<file path="src/rtl/rlpm_queue.sv">
// Two-entry queue between the front and back parts.
module rlpm_queue #(
  parameter int W = 8
) (
  input  logic         clk,
  input  logic         rst,
  input  logic         push,
  input  logic [W-1:0] push_data,
  output logic         full,
  input  logic         pop,
  output logic         not_empty,
  output logic [W-1:0] pop_data
);
  logic [W-1:0] slots [2];
  logic         wr_ptr;
  logic         rd_ptr;
  logic [1:0]   fill;

  assign full      = (fill == 2'd2);
  assign not_empty = (fill != 2'd0);
  assign pop_data  = slots[rd_ptr];

  always_ff @(posedge clk) begin
    if (push && !full) begin
      slots[wr_ptr] <= push_data;
    end
    if (rst) begin
      wr_ptr <= 1'b0;
      rd_ptr <= 1'b0;
      fill   <= 2'd0;
    end else begin
      if (push && !full) wr_ptr <= ~wr_ptr;
      if (pop && not_empty) rd_ptr <= ~rd_ptr;
      fill <= fill + 2'((push && !full) ? 1 : 0) - 2'((pop && not_empty) ? 1 : 0);
    end
  end
endmodule

</file>
<file path="config.mk">
export PLATFORM = sky130hd
export DESIGN_NAME = rlpm_queue
export DESIGN_NICKNAME = d
export VERILOG_FILES = /design/src/rtl/rlpm_queue.sv
export SDC_FILE = /design/constraint.sdc
export NUM_CORES = 1
export LEC_CHECK = 0
export ABC_CLOCK_PERIOD_IN_PS = 3500
export BUFFER_PORTS_ARGS = -buffer_cell sky130_fd_sc_hd__clkbuf_2
export CAP_MARGIN = 10
export CORE_ASPECT_RATIO = 0.9
export CORE_UTILIZATION = 33
export DETAILED_ROUTE_END_ITERATION = 8
export PLACE_DENSITY = 0.61
export SYNTH_ARGS = -nofsm -noshare
export SYNTH_HDL_FRONTEND = slang
export SYNTH_SLANG_ARGS = --single-unit
</file>
<file path="constraint.sdc">
create_clock -name clk -period 3.5 [get_ports clk]
set_input_delay 0.35 -clock clk [delete_from_list [all_inputs] [get_ports clk]]
set_output_delay 0.35 -clock clk [all_outputs]
set_load 0.02 [all_outputs]
</file>
==> flow_summary.yaml <==
outcome:
  status: "finished clean"
layout:
  ff_latch_area_um2: 581
  layoutNonFillerInstCount: 102
  multi_input_area_um2: 210
  nets: 90
  diodes: 0
  final_util_pct: 43.3
  nFillCells: 226
  drive_gt1_share_pct: 41.3
  area_delta_synth_final_pct: 19.8
grt:
  grt_max_degree: 12
  antenna_found_initial: 0
  grt-ovfl-total: 0
  grt_use_total_pct: 9.96
  grtUsageMet1_pct: 12.9
  grt_use_met3_pct: 1.87
  grt_pass1_vias: 460
  use_met2_pct: 15.4
  grt_first_pass_wirelength_mm: 1.88
  busiest_layer: "met2"
die:
  dieArea_um2: 2660
  die_x_um: 54.3
  start_util_pct: 36.2
  die_h_um: 49.0
  num_rows: 16
  pin_count: 22
  coreArea_um2: 2240
clocking:
  cts_max_level: 1
  cts_buffers: 3
  postCtsHoldBufs: 0
  clk_pin_slew_ps: 120
  cts_tree: "done"
  clockRootBuffer: "clkbuf_4"
  cts_sinks: 21
  cts_resized: 0
  clock_path_buffers: 2
  cts_setup_buffers: 0
  clock_latency_ps: 300
yosys:
  synth.area.mux_share_pct: 11.1
  synthFlopType: "edfxtp_1"
  synth.distinct_cells: 21
  synth_xor_area_share_pct: 3.24
  synth_compound_area_share_pct: 2.31
  synth-edff-count: 16
  synth_fa_ha_area_share_pct: 3.09
  netlist_instances: 51
  synthesis.nets: 65
  seq_area_frac_synth_pct: 71.6
  async_reset_ff_share_pct: 0
  synth.ff_latch_count: 21
  synthSimpleGateAreaFrac_pct: 6.17
  ys_warn_count: 0
  synth_area_um2: 811
  avgSynthCellArea_um2: 15.9
  synth_top_family_by_area: "multiplexers"
route:
  finalWirelength_mm: 1.16
  firstDrtPassIters: 2
  vias: 449
  post_drt_wl_per_cell_um: 11.4
  drt-initial-drc-count: 3
  drc: 0
  viasPerCell: 4.40
  postRouteAntennaNets: 0
min_path:
  min-delay-start: "push_data[1]"
  min_to: "slots[1][1]$_DFFE_PP_"
  hold_class: "in2reg"
  holdPathStages: 1
critical_path:
  critPathTopFamily: "flip-flops"
  r2r-end: "fill[1]$_SDFF_PP0_"
  critPathCaptureType: "output pin"
  cp.arrival_ps: 1380
  worstSetupPathType: "reg2out"
  crit_cells: 2
  r2r_setup_slack_ps: 1950
  slowest_stage: "dfxtp_1"
  max_stage_delay_ps: 550
  r2r_start: "fill[1]$_SDFF_PP0_"
  crit_buf_inv: 1
  crit_path_start_kind: "flip-flop"
  crit_fanout: 8
  worstPathRequired_ps: 3150
  r2r_cells: 7
  crit_chain: "mux2_2, clkbuf_2"
placed_design:
  port_buffers: 21
  dp.cells: 98
  hpwl_um: 862
  gp_congestion: 0.597
power_and_ir_drop:
  ir_worst_vdd_mv: 0.318
  p_sw_share_pct: 32.2
  total_leakage_power_uw: 0.000404
  switching_power_uw: 215
  comb_power_share_pct: 32.1
  p_clk_share_pct: 16.9
  p_per_area_nw_per_um2: 688
  seq_power_share_pct: 51.0
  p_int_uw: 452
job:
  maxCapViolCount: 0
timing:
  setup_viol: 0
  finalHoldViolCount: 0
  rsz0062_at_grt: "false"
  skew_ps: 10.5
  tightest_slew_ps: 348
  period_needed_ps: 1730
  period_share_pct: 49.4
  fin_tns_setup_ps: 0
  drv_slew: 0
  relSlewSlack_pct: 76.8
  fmax_mhz: 578
state kept, by name (all words and copies together) (netlist names), named ones only:
signal and cells:
slots 16, fill 2, rd_ptr 1, wr_ptr 1
layout by cell type, fill, tap and decap left out, drive strengths merged, types with 2 or more instances in the layout:
cell,synthesis,final
inv,3,3
ha,2,2
xnor2,2,2
mux2,8,8
edfxtp,16,16
dfxtp,5,5
nor2,3,3
clkbuf,0,25
cells by family (layout without fill, tap and decap cells):
group	Yosys count	in the layout
flops	21	21
xor+xnor	3	3
buf+inv	5	29
fa+ha+maj	2	2
simple gates	9	9
compound gates	3	3
mux	8	8
layer usage:
metal  share of wire, %  vias to the layer above  routed length, um
met1                 50                      209                581
met5                  0                        -                  0
met2                 45                       13                529
met3                4.5                        0                 52
li1                   -                      227                  -
met4                  0                        0                  0
Yosys cell counts (2+ instances only):
master | number | area share, %
dfxtp_1 | 5 | 12
edfxtp_1 | 16 | 59
ha_1 | 2 | 3.1
inv_1 | 2 | 0.93
mux2_1 | 6 | 8.3
mux2_2 | 2 | 2.8
nor2_1 | 3 | 1.4
xnor2_1 | 2 | 2.2
worst max-delay path by stage:
| stage | endpoint | slack [ps] |
|---|---|---|
| after floorplan | fill[1]$_SDFF_PP0_ | 2040 |
| after global placement | slots[0][6]$_DFFE_PP_ | 1990 |
| after detailed placement | fill[1]$_SDFF_PP0_ | 1970 |
| after CTS | pop_data[7] | 1730 |
| after global routing | pop_data[0] | 1700 |
| final | pop_data[7] | 1770 |
power by group through the flow:
stage / Clock, uW / Combinational [uW] / Sequential, uW
after floorplan: 0 / 171 / 332
after CTS: 117 / 218 / 342
after detailed placement: 0 / 217 / 348
final: 113 / 214 / 341
after global placement: 0 / 216 / 346
after global routing: 124 / 241 / 347
cell type report:
class / instances / share of cell area [%]
Clock buffer: 4 / 2.71
Inverter: 4 / 1.55
Timing Repair Buffer: 21 / 10.8
Tap cell: 27 / 3.48
Multi-Input combinational cell: 25 / 21.6
Sequential cell: 21 / 59.8
stage by stage:
stage	area (um^2)	worst slack [ps]	hold WS [ps]	total power, uW
2_1_floorplan	811	2040	419	503
4_1_cts	971	1730	228	677
3_3_place_gp	945	1990	472	562
5_1_grt	971	1700	232	712
3_5_place_dp	945	1970	478	565
6_report	971	1770	234	668
Power figures use the tool's default switching activity.
