File: config.mk
export PLATFORM = sky130hd
export DESIGN_NAME = rlpm_front
export DESIGN_NICKNAME = d
export VERILOG_FILES = /design/src/rtl/rlpm_pkg.sv /design/src/rtl/rlpm_front.sv
export SDC_FILE = /design/constraint.sdc
export NUM_CORES = 1
export LEC_CHECK = 0
export BUFFER_PORTS_ARGS = -buffer_cell sky130_fd_sc_hd__buf_2
export CAP_MARGIN = 20
export CORE_MARGIN = 2
export CORE_UTILIZATION = 28
export CTS_CLUSTER_SIZE = 28
export DETAILED_ROUTE_END_ITERATION = 10
export GPL_ROUTABILITY_DRIVEN = 0
export PLACE_DENSITY_LB_ADDON = 0.2
export SLEW_MARGIN = 30
export SYNTH_ARGS = -nofsm -noshare
export SYNTH_HDL_FRONTEND = slang
export SYNTH_SLANG_ARGS = --single-unit
File: constraint.sdc
create_clock -name clk -period 6.24 [get_ports clk]
set_input_delay 0.312 -clock clk [delete_from_list [all_inputs] [get_ports clk]]
set_output_delay 0.312 -clock clk [all_outputs]
set_load 0.03 [all_outputs]
File: src/rtl/rlpm_pkg.sv
// Shared types and constants of the ranked-list precision metrics block.
package rlpm_pkg;
  localparam int FRAC_BITS  = 16;
  localparam int VAL_W      = 17;
  localparam int CFG_DATA_W = 17;
  localparam int CFG_IDX_W  = 2;
  localparam logic [VAL_W-1:0] ONE_FX = 17'h10000;

  localparam logic [2:0] MODE_RBP  = 3'd0;
  localparam logic [2:0] MODE_AP   = 3'd1;
  localparam logic [2:0] MODE_PAT  = 3'd2;
  localparam logic [2:0] MODE_ALL  = 3'd3;

  localparam logic [1:0] RK_POINT = 2'd0;
  localparam logic [1:0] RK_FINAL = 2'd1;
  localparam logic [1:0] RK_END   = 2'd2;

  localparam logic [2:0] ST_OK       = 3'd0;
  localparam logic [2:0] ST_CUTOFF   = 3'd1;
  localparam logic [2:0] ST_TOO_BIG  = 3'd2;
  localparam logic [2:0] ST_FRAC_BIG = 3'd3;
  localparam logic [2:0] ST_BAD_MODE = 3'd4;

  localparam logic [CFG_IDX_W-1:0] REG_MODE  = 2'd0;
  localparam logic [CFG_IDX_W-1:0] REG_RATE  = 2'd1;
  localparam logic [CFG_IDX_W-1:0] REG_COUNT = 2'd2;
  localparam logic [CFG_IDX_W-1:0] REG_FRAC  = 2'd3;

  typedef struct packed {
    logic [2:0]  mode;
    logic [15:0] rate;
    logic [12:0] count;
    logic [16:0] frac;
  } cfg_t;
endpackage

File: src/rtl/rlpm_front.sv
// Front part: rank, positive count, rate power and RBP sum per accepted item.
module rlpm_front #(
  parameter int MAX_POSITIVES = 4096,
  parameter int RANK_BITS     = 16,
  parameter int CNT_W         = 13,
  parameter int IDX_W         = 12,
  parameter int CMD_W         = 8
) (
  input  logic             clk,
  input  logic             rst,
  input  logic             take,
  input  logic             is_relevant,
  input  logic             last_in_list,
  input  rlpm_pkg::cfg_t   cfg,
  output logic             push,
  output logic [CMD_W-1:0] cmd_bits
);
  import rlpm_pkg::*;

  typedef struct packed {
    logic                 store;
    logic                 last;
    logic [IDX_W-1:0]     idx;
    logic [RANK_BITS-1:0] rank;
    logic [CNT_W-1:0]     pos;
    logic                 ovf;
    logic [31:0]          sum;
  } cmd_t;

  logic [RANK_BITS-1:0] rank, rank_next;
  logic [CNT_W-1:0]     pos, pos_next;
  logic [VAL_W-1:0]     rate_power, rate_power_next;
  logic [31:0]          rbp_sum, rbp_sum_next;
  logic                 ovf, ovf_next;
  logic [32:0]          sum_wide;
  logic [32:0]          rp_prod;
  logic                 store;
  cmd_t                 cmd;

  always_comb begin
    rank_next = (&rank) ? rank : rank + 1'b1;
    sum_wide  = {1'b0, rbp_sum} + 33'(rate_power);
    store     = is_relevant && (pos < CNT_W'(MAX_POSITIVES));
    rbp_sum_next = rbp_sum;
    pos_next     = pos;
    ovf_next     = ovf;
    if (is_relevant) begin
      rbp_sum_next = sum_wide[32] ? 32'hFFFF_FFFF : sum_wide[31:0];
      if (store) pos_next = pos + 1'b1;
      else ovf_next = 1'b1;
    end
    rp_prod         = 33'(rate_power) * 33'(cfg.rate);
    rate_power_next = rp_prod[32:16];
  end

  always_comb begin
    cmd.store = store;
    cmd.last  = last_in_list;
    cmd.idx   = pos[IDX_W-1:0];
    cmd.rank  = rank_next;
    cmd.pos   = pos_next;
    cmd.ovf   = ovf_next;
    cmd.sum   = rbp_sum_next;
  end

  assign push     = take && (store || last_in_list);
  assign cmd_bits = cmd;

  always_ff @(posedge clk) begin
    if (rst) begin
      rank       <= '0;
      pos        <= '0;
      rate_power <= ONE_FX;
      rbp_sum    <= '0;
      ovf        <= 1'b0;
    end else if (take) begin
      if (last_in_list) begin
        rank       <= '0;
        pos        <= '0;
        rate_power <= ONE_FX;
        rbp_sum    <= '0;
        ovf        <= 1'b0;
      end else begin
        rank       <= rank_next;
        pos        <= pos_next;
        rate_power <= rate_power_next;
        rbp_sum    <= rbp_sum_next;
        ovf        <= ovf_next;
      end
    end
  end
endmodule

==> impl_metrics.py <==
metrics = {
    "run_status": {
        "outcome": "finished clean",
    },
    "synth": {
        "synth_fp_nets": 1735,
        "synth.distinct_cells": 63,
        "yosysTopAreaCellShare_pct": 35.5,
        "synth_edf_count": 0,
        "async_flop_share_pct": 0,
        "netlist_area_mm2": 0.0117,
        "ys_seq_elements": 62,
        "yosysWarnings": 0,
        "yosysMostFrequentCell": "inv_1",
        "synth-main-ff-cell": "dfxtp_1",
        "synth_area_leader_cell": "fa_1",
        "synth_cells": 1353,
        "ys_top_cells_by_area": "fa_1 35%, ha_1 13%, dfxtp_1 11%",
        "ys_seq_area_share_pct": 10.6,
        "synth_common_cells": "234 x inv_1, 208 x fa_1, 204 x nand2_1",
        "syn_avg_cell_area_um2": 8.67,
    },
    "cts": {
        "cts_num_sinks": 62,
        "clock_latency_ns": 0.33,
        "cts_buffers": 9,
        "clock_tree.htree_level_count": 3,
        "clk_path_buf_depth": 2,
        "root_buffer": "clkbuf_16",
        "holdBufCountCts": 0,
        "cts_tree": "yes",
        "clk_pin_slew_ns": 0.05,
    },
    "cells_and_area": {
        "design_area_mm2": 0.0138,
        "area_delta_synth_final_pct": 17.7,
        "fin_cells": 1992,
        "num_antenna_cells": 0,
        "drive_gt1_share_pct": 14.5,
        "nets": 1837,
    },
    "pwr": {
        "totalPowerFinal_mw": 4.42,
        "ir_drop_v": 0.000215,
        "p_per_area_mw_per_mm2": 320,
        "power.leakage_nw": 6.78,
    },
    "routing": {
        "drtIter0Drc": 416,
        "vias_per_cell": 4.60,
        "wl_per_cell_um": 15.0,
        "num_vias": 9159,
        "drcViolationCount": 0,
        "firstDrtPassIters": 6,
        "wl_um": 29900,
        "ant_nets": 0,
    },
    "min_path": {
        "hold_path_class": "in2reg",
    },
    "place": {
        "placedInstanceArea_mm2": 0.0133,
        "portBuffers": 29,
        "hpwl_um": 24800,
        "dp.cells": 1967,
    },
    "floorplanning": {
        "fp.dieArea_mm2": 0.0436,
        "core_area_mm2": 0.0411,
        "die_x_um": 209,
        "die-height_um": 209,
        "io-pin-count": 63,
        "start_util_pct": 28.5,
        "rows": 74,
    },
    "timing": {
        "slew_headroom_pct": 43.7,
        "finalSetupViolCount": 0,
        "drv_slew": 0,
        "skew_ns": 0.0107,
        "hold_ws_ns": 0.374,
        "finalCriticalPeriod_ns": 5.99,
        "worst_pin_slew_ns": 0.835,
        "hold_viol": 0,
        "finalCritPeriodShare_pct": 96.0,
        "fmax_ghz": 0.167,
    },
    "worst_setup_path": {
        "crit_fanout": 5,
        "startpoint_type": "flop",
        "slowest_delay_ns": 0.56,
        "required_ns": 6.44,
        "critPathCaptureType": "flop",
        "cp.arrival_ns": 6.19,
        "cp_slowest_cell": "fa_1",
        "cp_common_cell": "fa_1",
        "path_class": "reg2reg",
        "cp_cell_sequence": "buf_6 -> and2_1 -> fa_2 -> fa_1 -> ha_2 -> inv_1 -> fa_1 -> fa_1 -> inv_1 -> fa_1 -> ha_1 -> and3_4 -> a22o_1 -> a311oi_2 -> buf_4 -> a311o_1 -> a21oi_4 -> or2_4 -> a31o_4 -> a31o_1 -> a211oi_2 -> o31ai_1",
    },
    "global_routing": {
        "grt_max_degree": 20,
        "grt_antenna_before_repair": 0,
        "grt_pass1_wl_um": 51100,
        "grt_usage_pct": 14.5,
        "grt-ovfl-total": 0,
        "first_global_vias": 9872,
    },
    "flow_run": {
        "maxCapViolations": 0,
    },
}
[repair_timing]
item,CTS,global route
endpoints found under the setup margin,4,10
buffers inserted,1,9
gates resized for setup,6,41
pin swaps,7,36
[cells in the final DEF (no fill, tap or decap), types with 10 or more instances in the layout]
| cell | instances |
|---|---|
| inv_1 | 233 |
| nand2_1 | 204 |
| fa_1 | 203 |
| and2_1 | 124 |
| ha_1 | 116 |
| buf_4 | 100 |
| nor2_1 | 51 |
| o21ai_0 | 50 |
| dfxtp_1 | 50 |
| a21oi_1 | 46 |
| buf_2 | 29 |
| xnor2_1 | 21 |
| a21o_1 | 19 |
| nand3_1 | 18 |
| xor2_1 | 16 |
| nand4_1 | 11 |
| and3_1 | 10 |
| buf_12 | 10 |
| dfxtp_2 | 10 |
[registers in the layout, indices dropped and copies added, names as in the netlist]
signal and count:
pos 13, rbp_sum 32, rate_power 17
[final timing paths]
kind / startpoint / to / slack, ns / depth (start not counted)
setup / recovery: rate_power[3] / rate_power[14] / 0.25 / 22
setup reg to reg: rate_power[3] / rate_power[14] / 0.25 / 22
hold reg to reg: rbp_sum[15] / rbp_sum[15] / 0.44 / 2
hold / removal: rst / pos[0] / 0.37 / 2
[final cells by class]
class,instances,area [um^2]
fillers,4382,27300
multi-input cells,1003,9540
flip-flops and latches,62,1260
repair buffers,145,1170
inverters,234,878
well taps,532,666
clock buffers,14,294
clock inverters,2,12.5
[per-stage QoR]
step           utilization, %  worst slack, ns  setup TNS [ns]
5_1_grt                  33.6         -0.00734        -0.00734
2_1_floorplan               -            0.120               0
6_report                 33.6            0.251               0
3_5_place_dp             32.3           -0.134          -0.337
4_1_cts                  33.1          0.00807               0
3_3_place_gp             32.3           -0.130          -0.319
[critical path: cells and delay by family (launching register included)]
kind	cells	cell delay [ns]
DFF	1	0.35
AOI/OAI and AO/OA	8	1.58
adders and majority gates	7	2.96
and+or+nand+nor	3	0.56
buffers and inverters	4	0.41
[kinds of logic after synthesis]
kind of cell    count (synthesis)  synth area share (%)
compound gates                169                  9.52
buf+inv                       288                  9.24
simple gates                  466                  19.4
fa+ha+maj                     328                  48.3
xor+xnor                       37                  2.76
mux                             3                 0.256
flops                          62                  10.6
[layer usage]
metal	track usage (%)	wire length (um)	up-vias
met5	0	0	-
met2	25.4	14800	98
met3	1.50	570	29
met4	2.39	297	0
li1	-	-	4434
met1	19.5	14200	4598
[report_power, final]
part | internal, mW | total (mW) | switching, mW
combinational | 1.62 | 3.45 | 1.84
sequential | 0.427 | 0.465 | 0.0382
clock | 0.322 | 0.504 | 0.182
total | 2.36 | 4.42 | 2.06
Power figures use the tool's default switching activity.
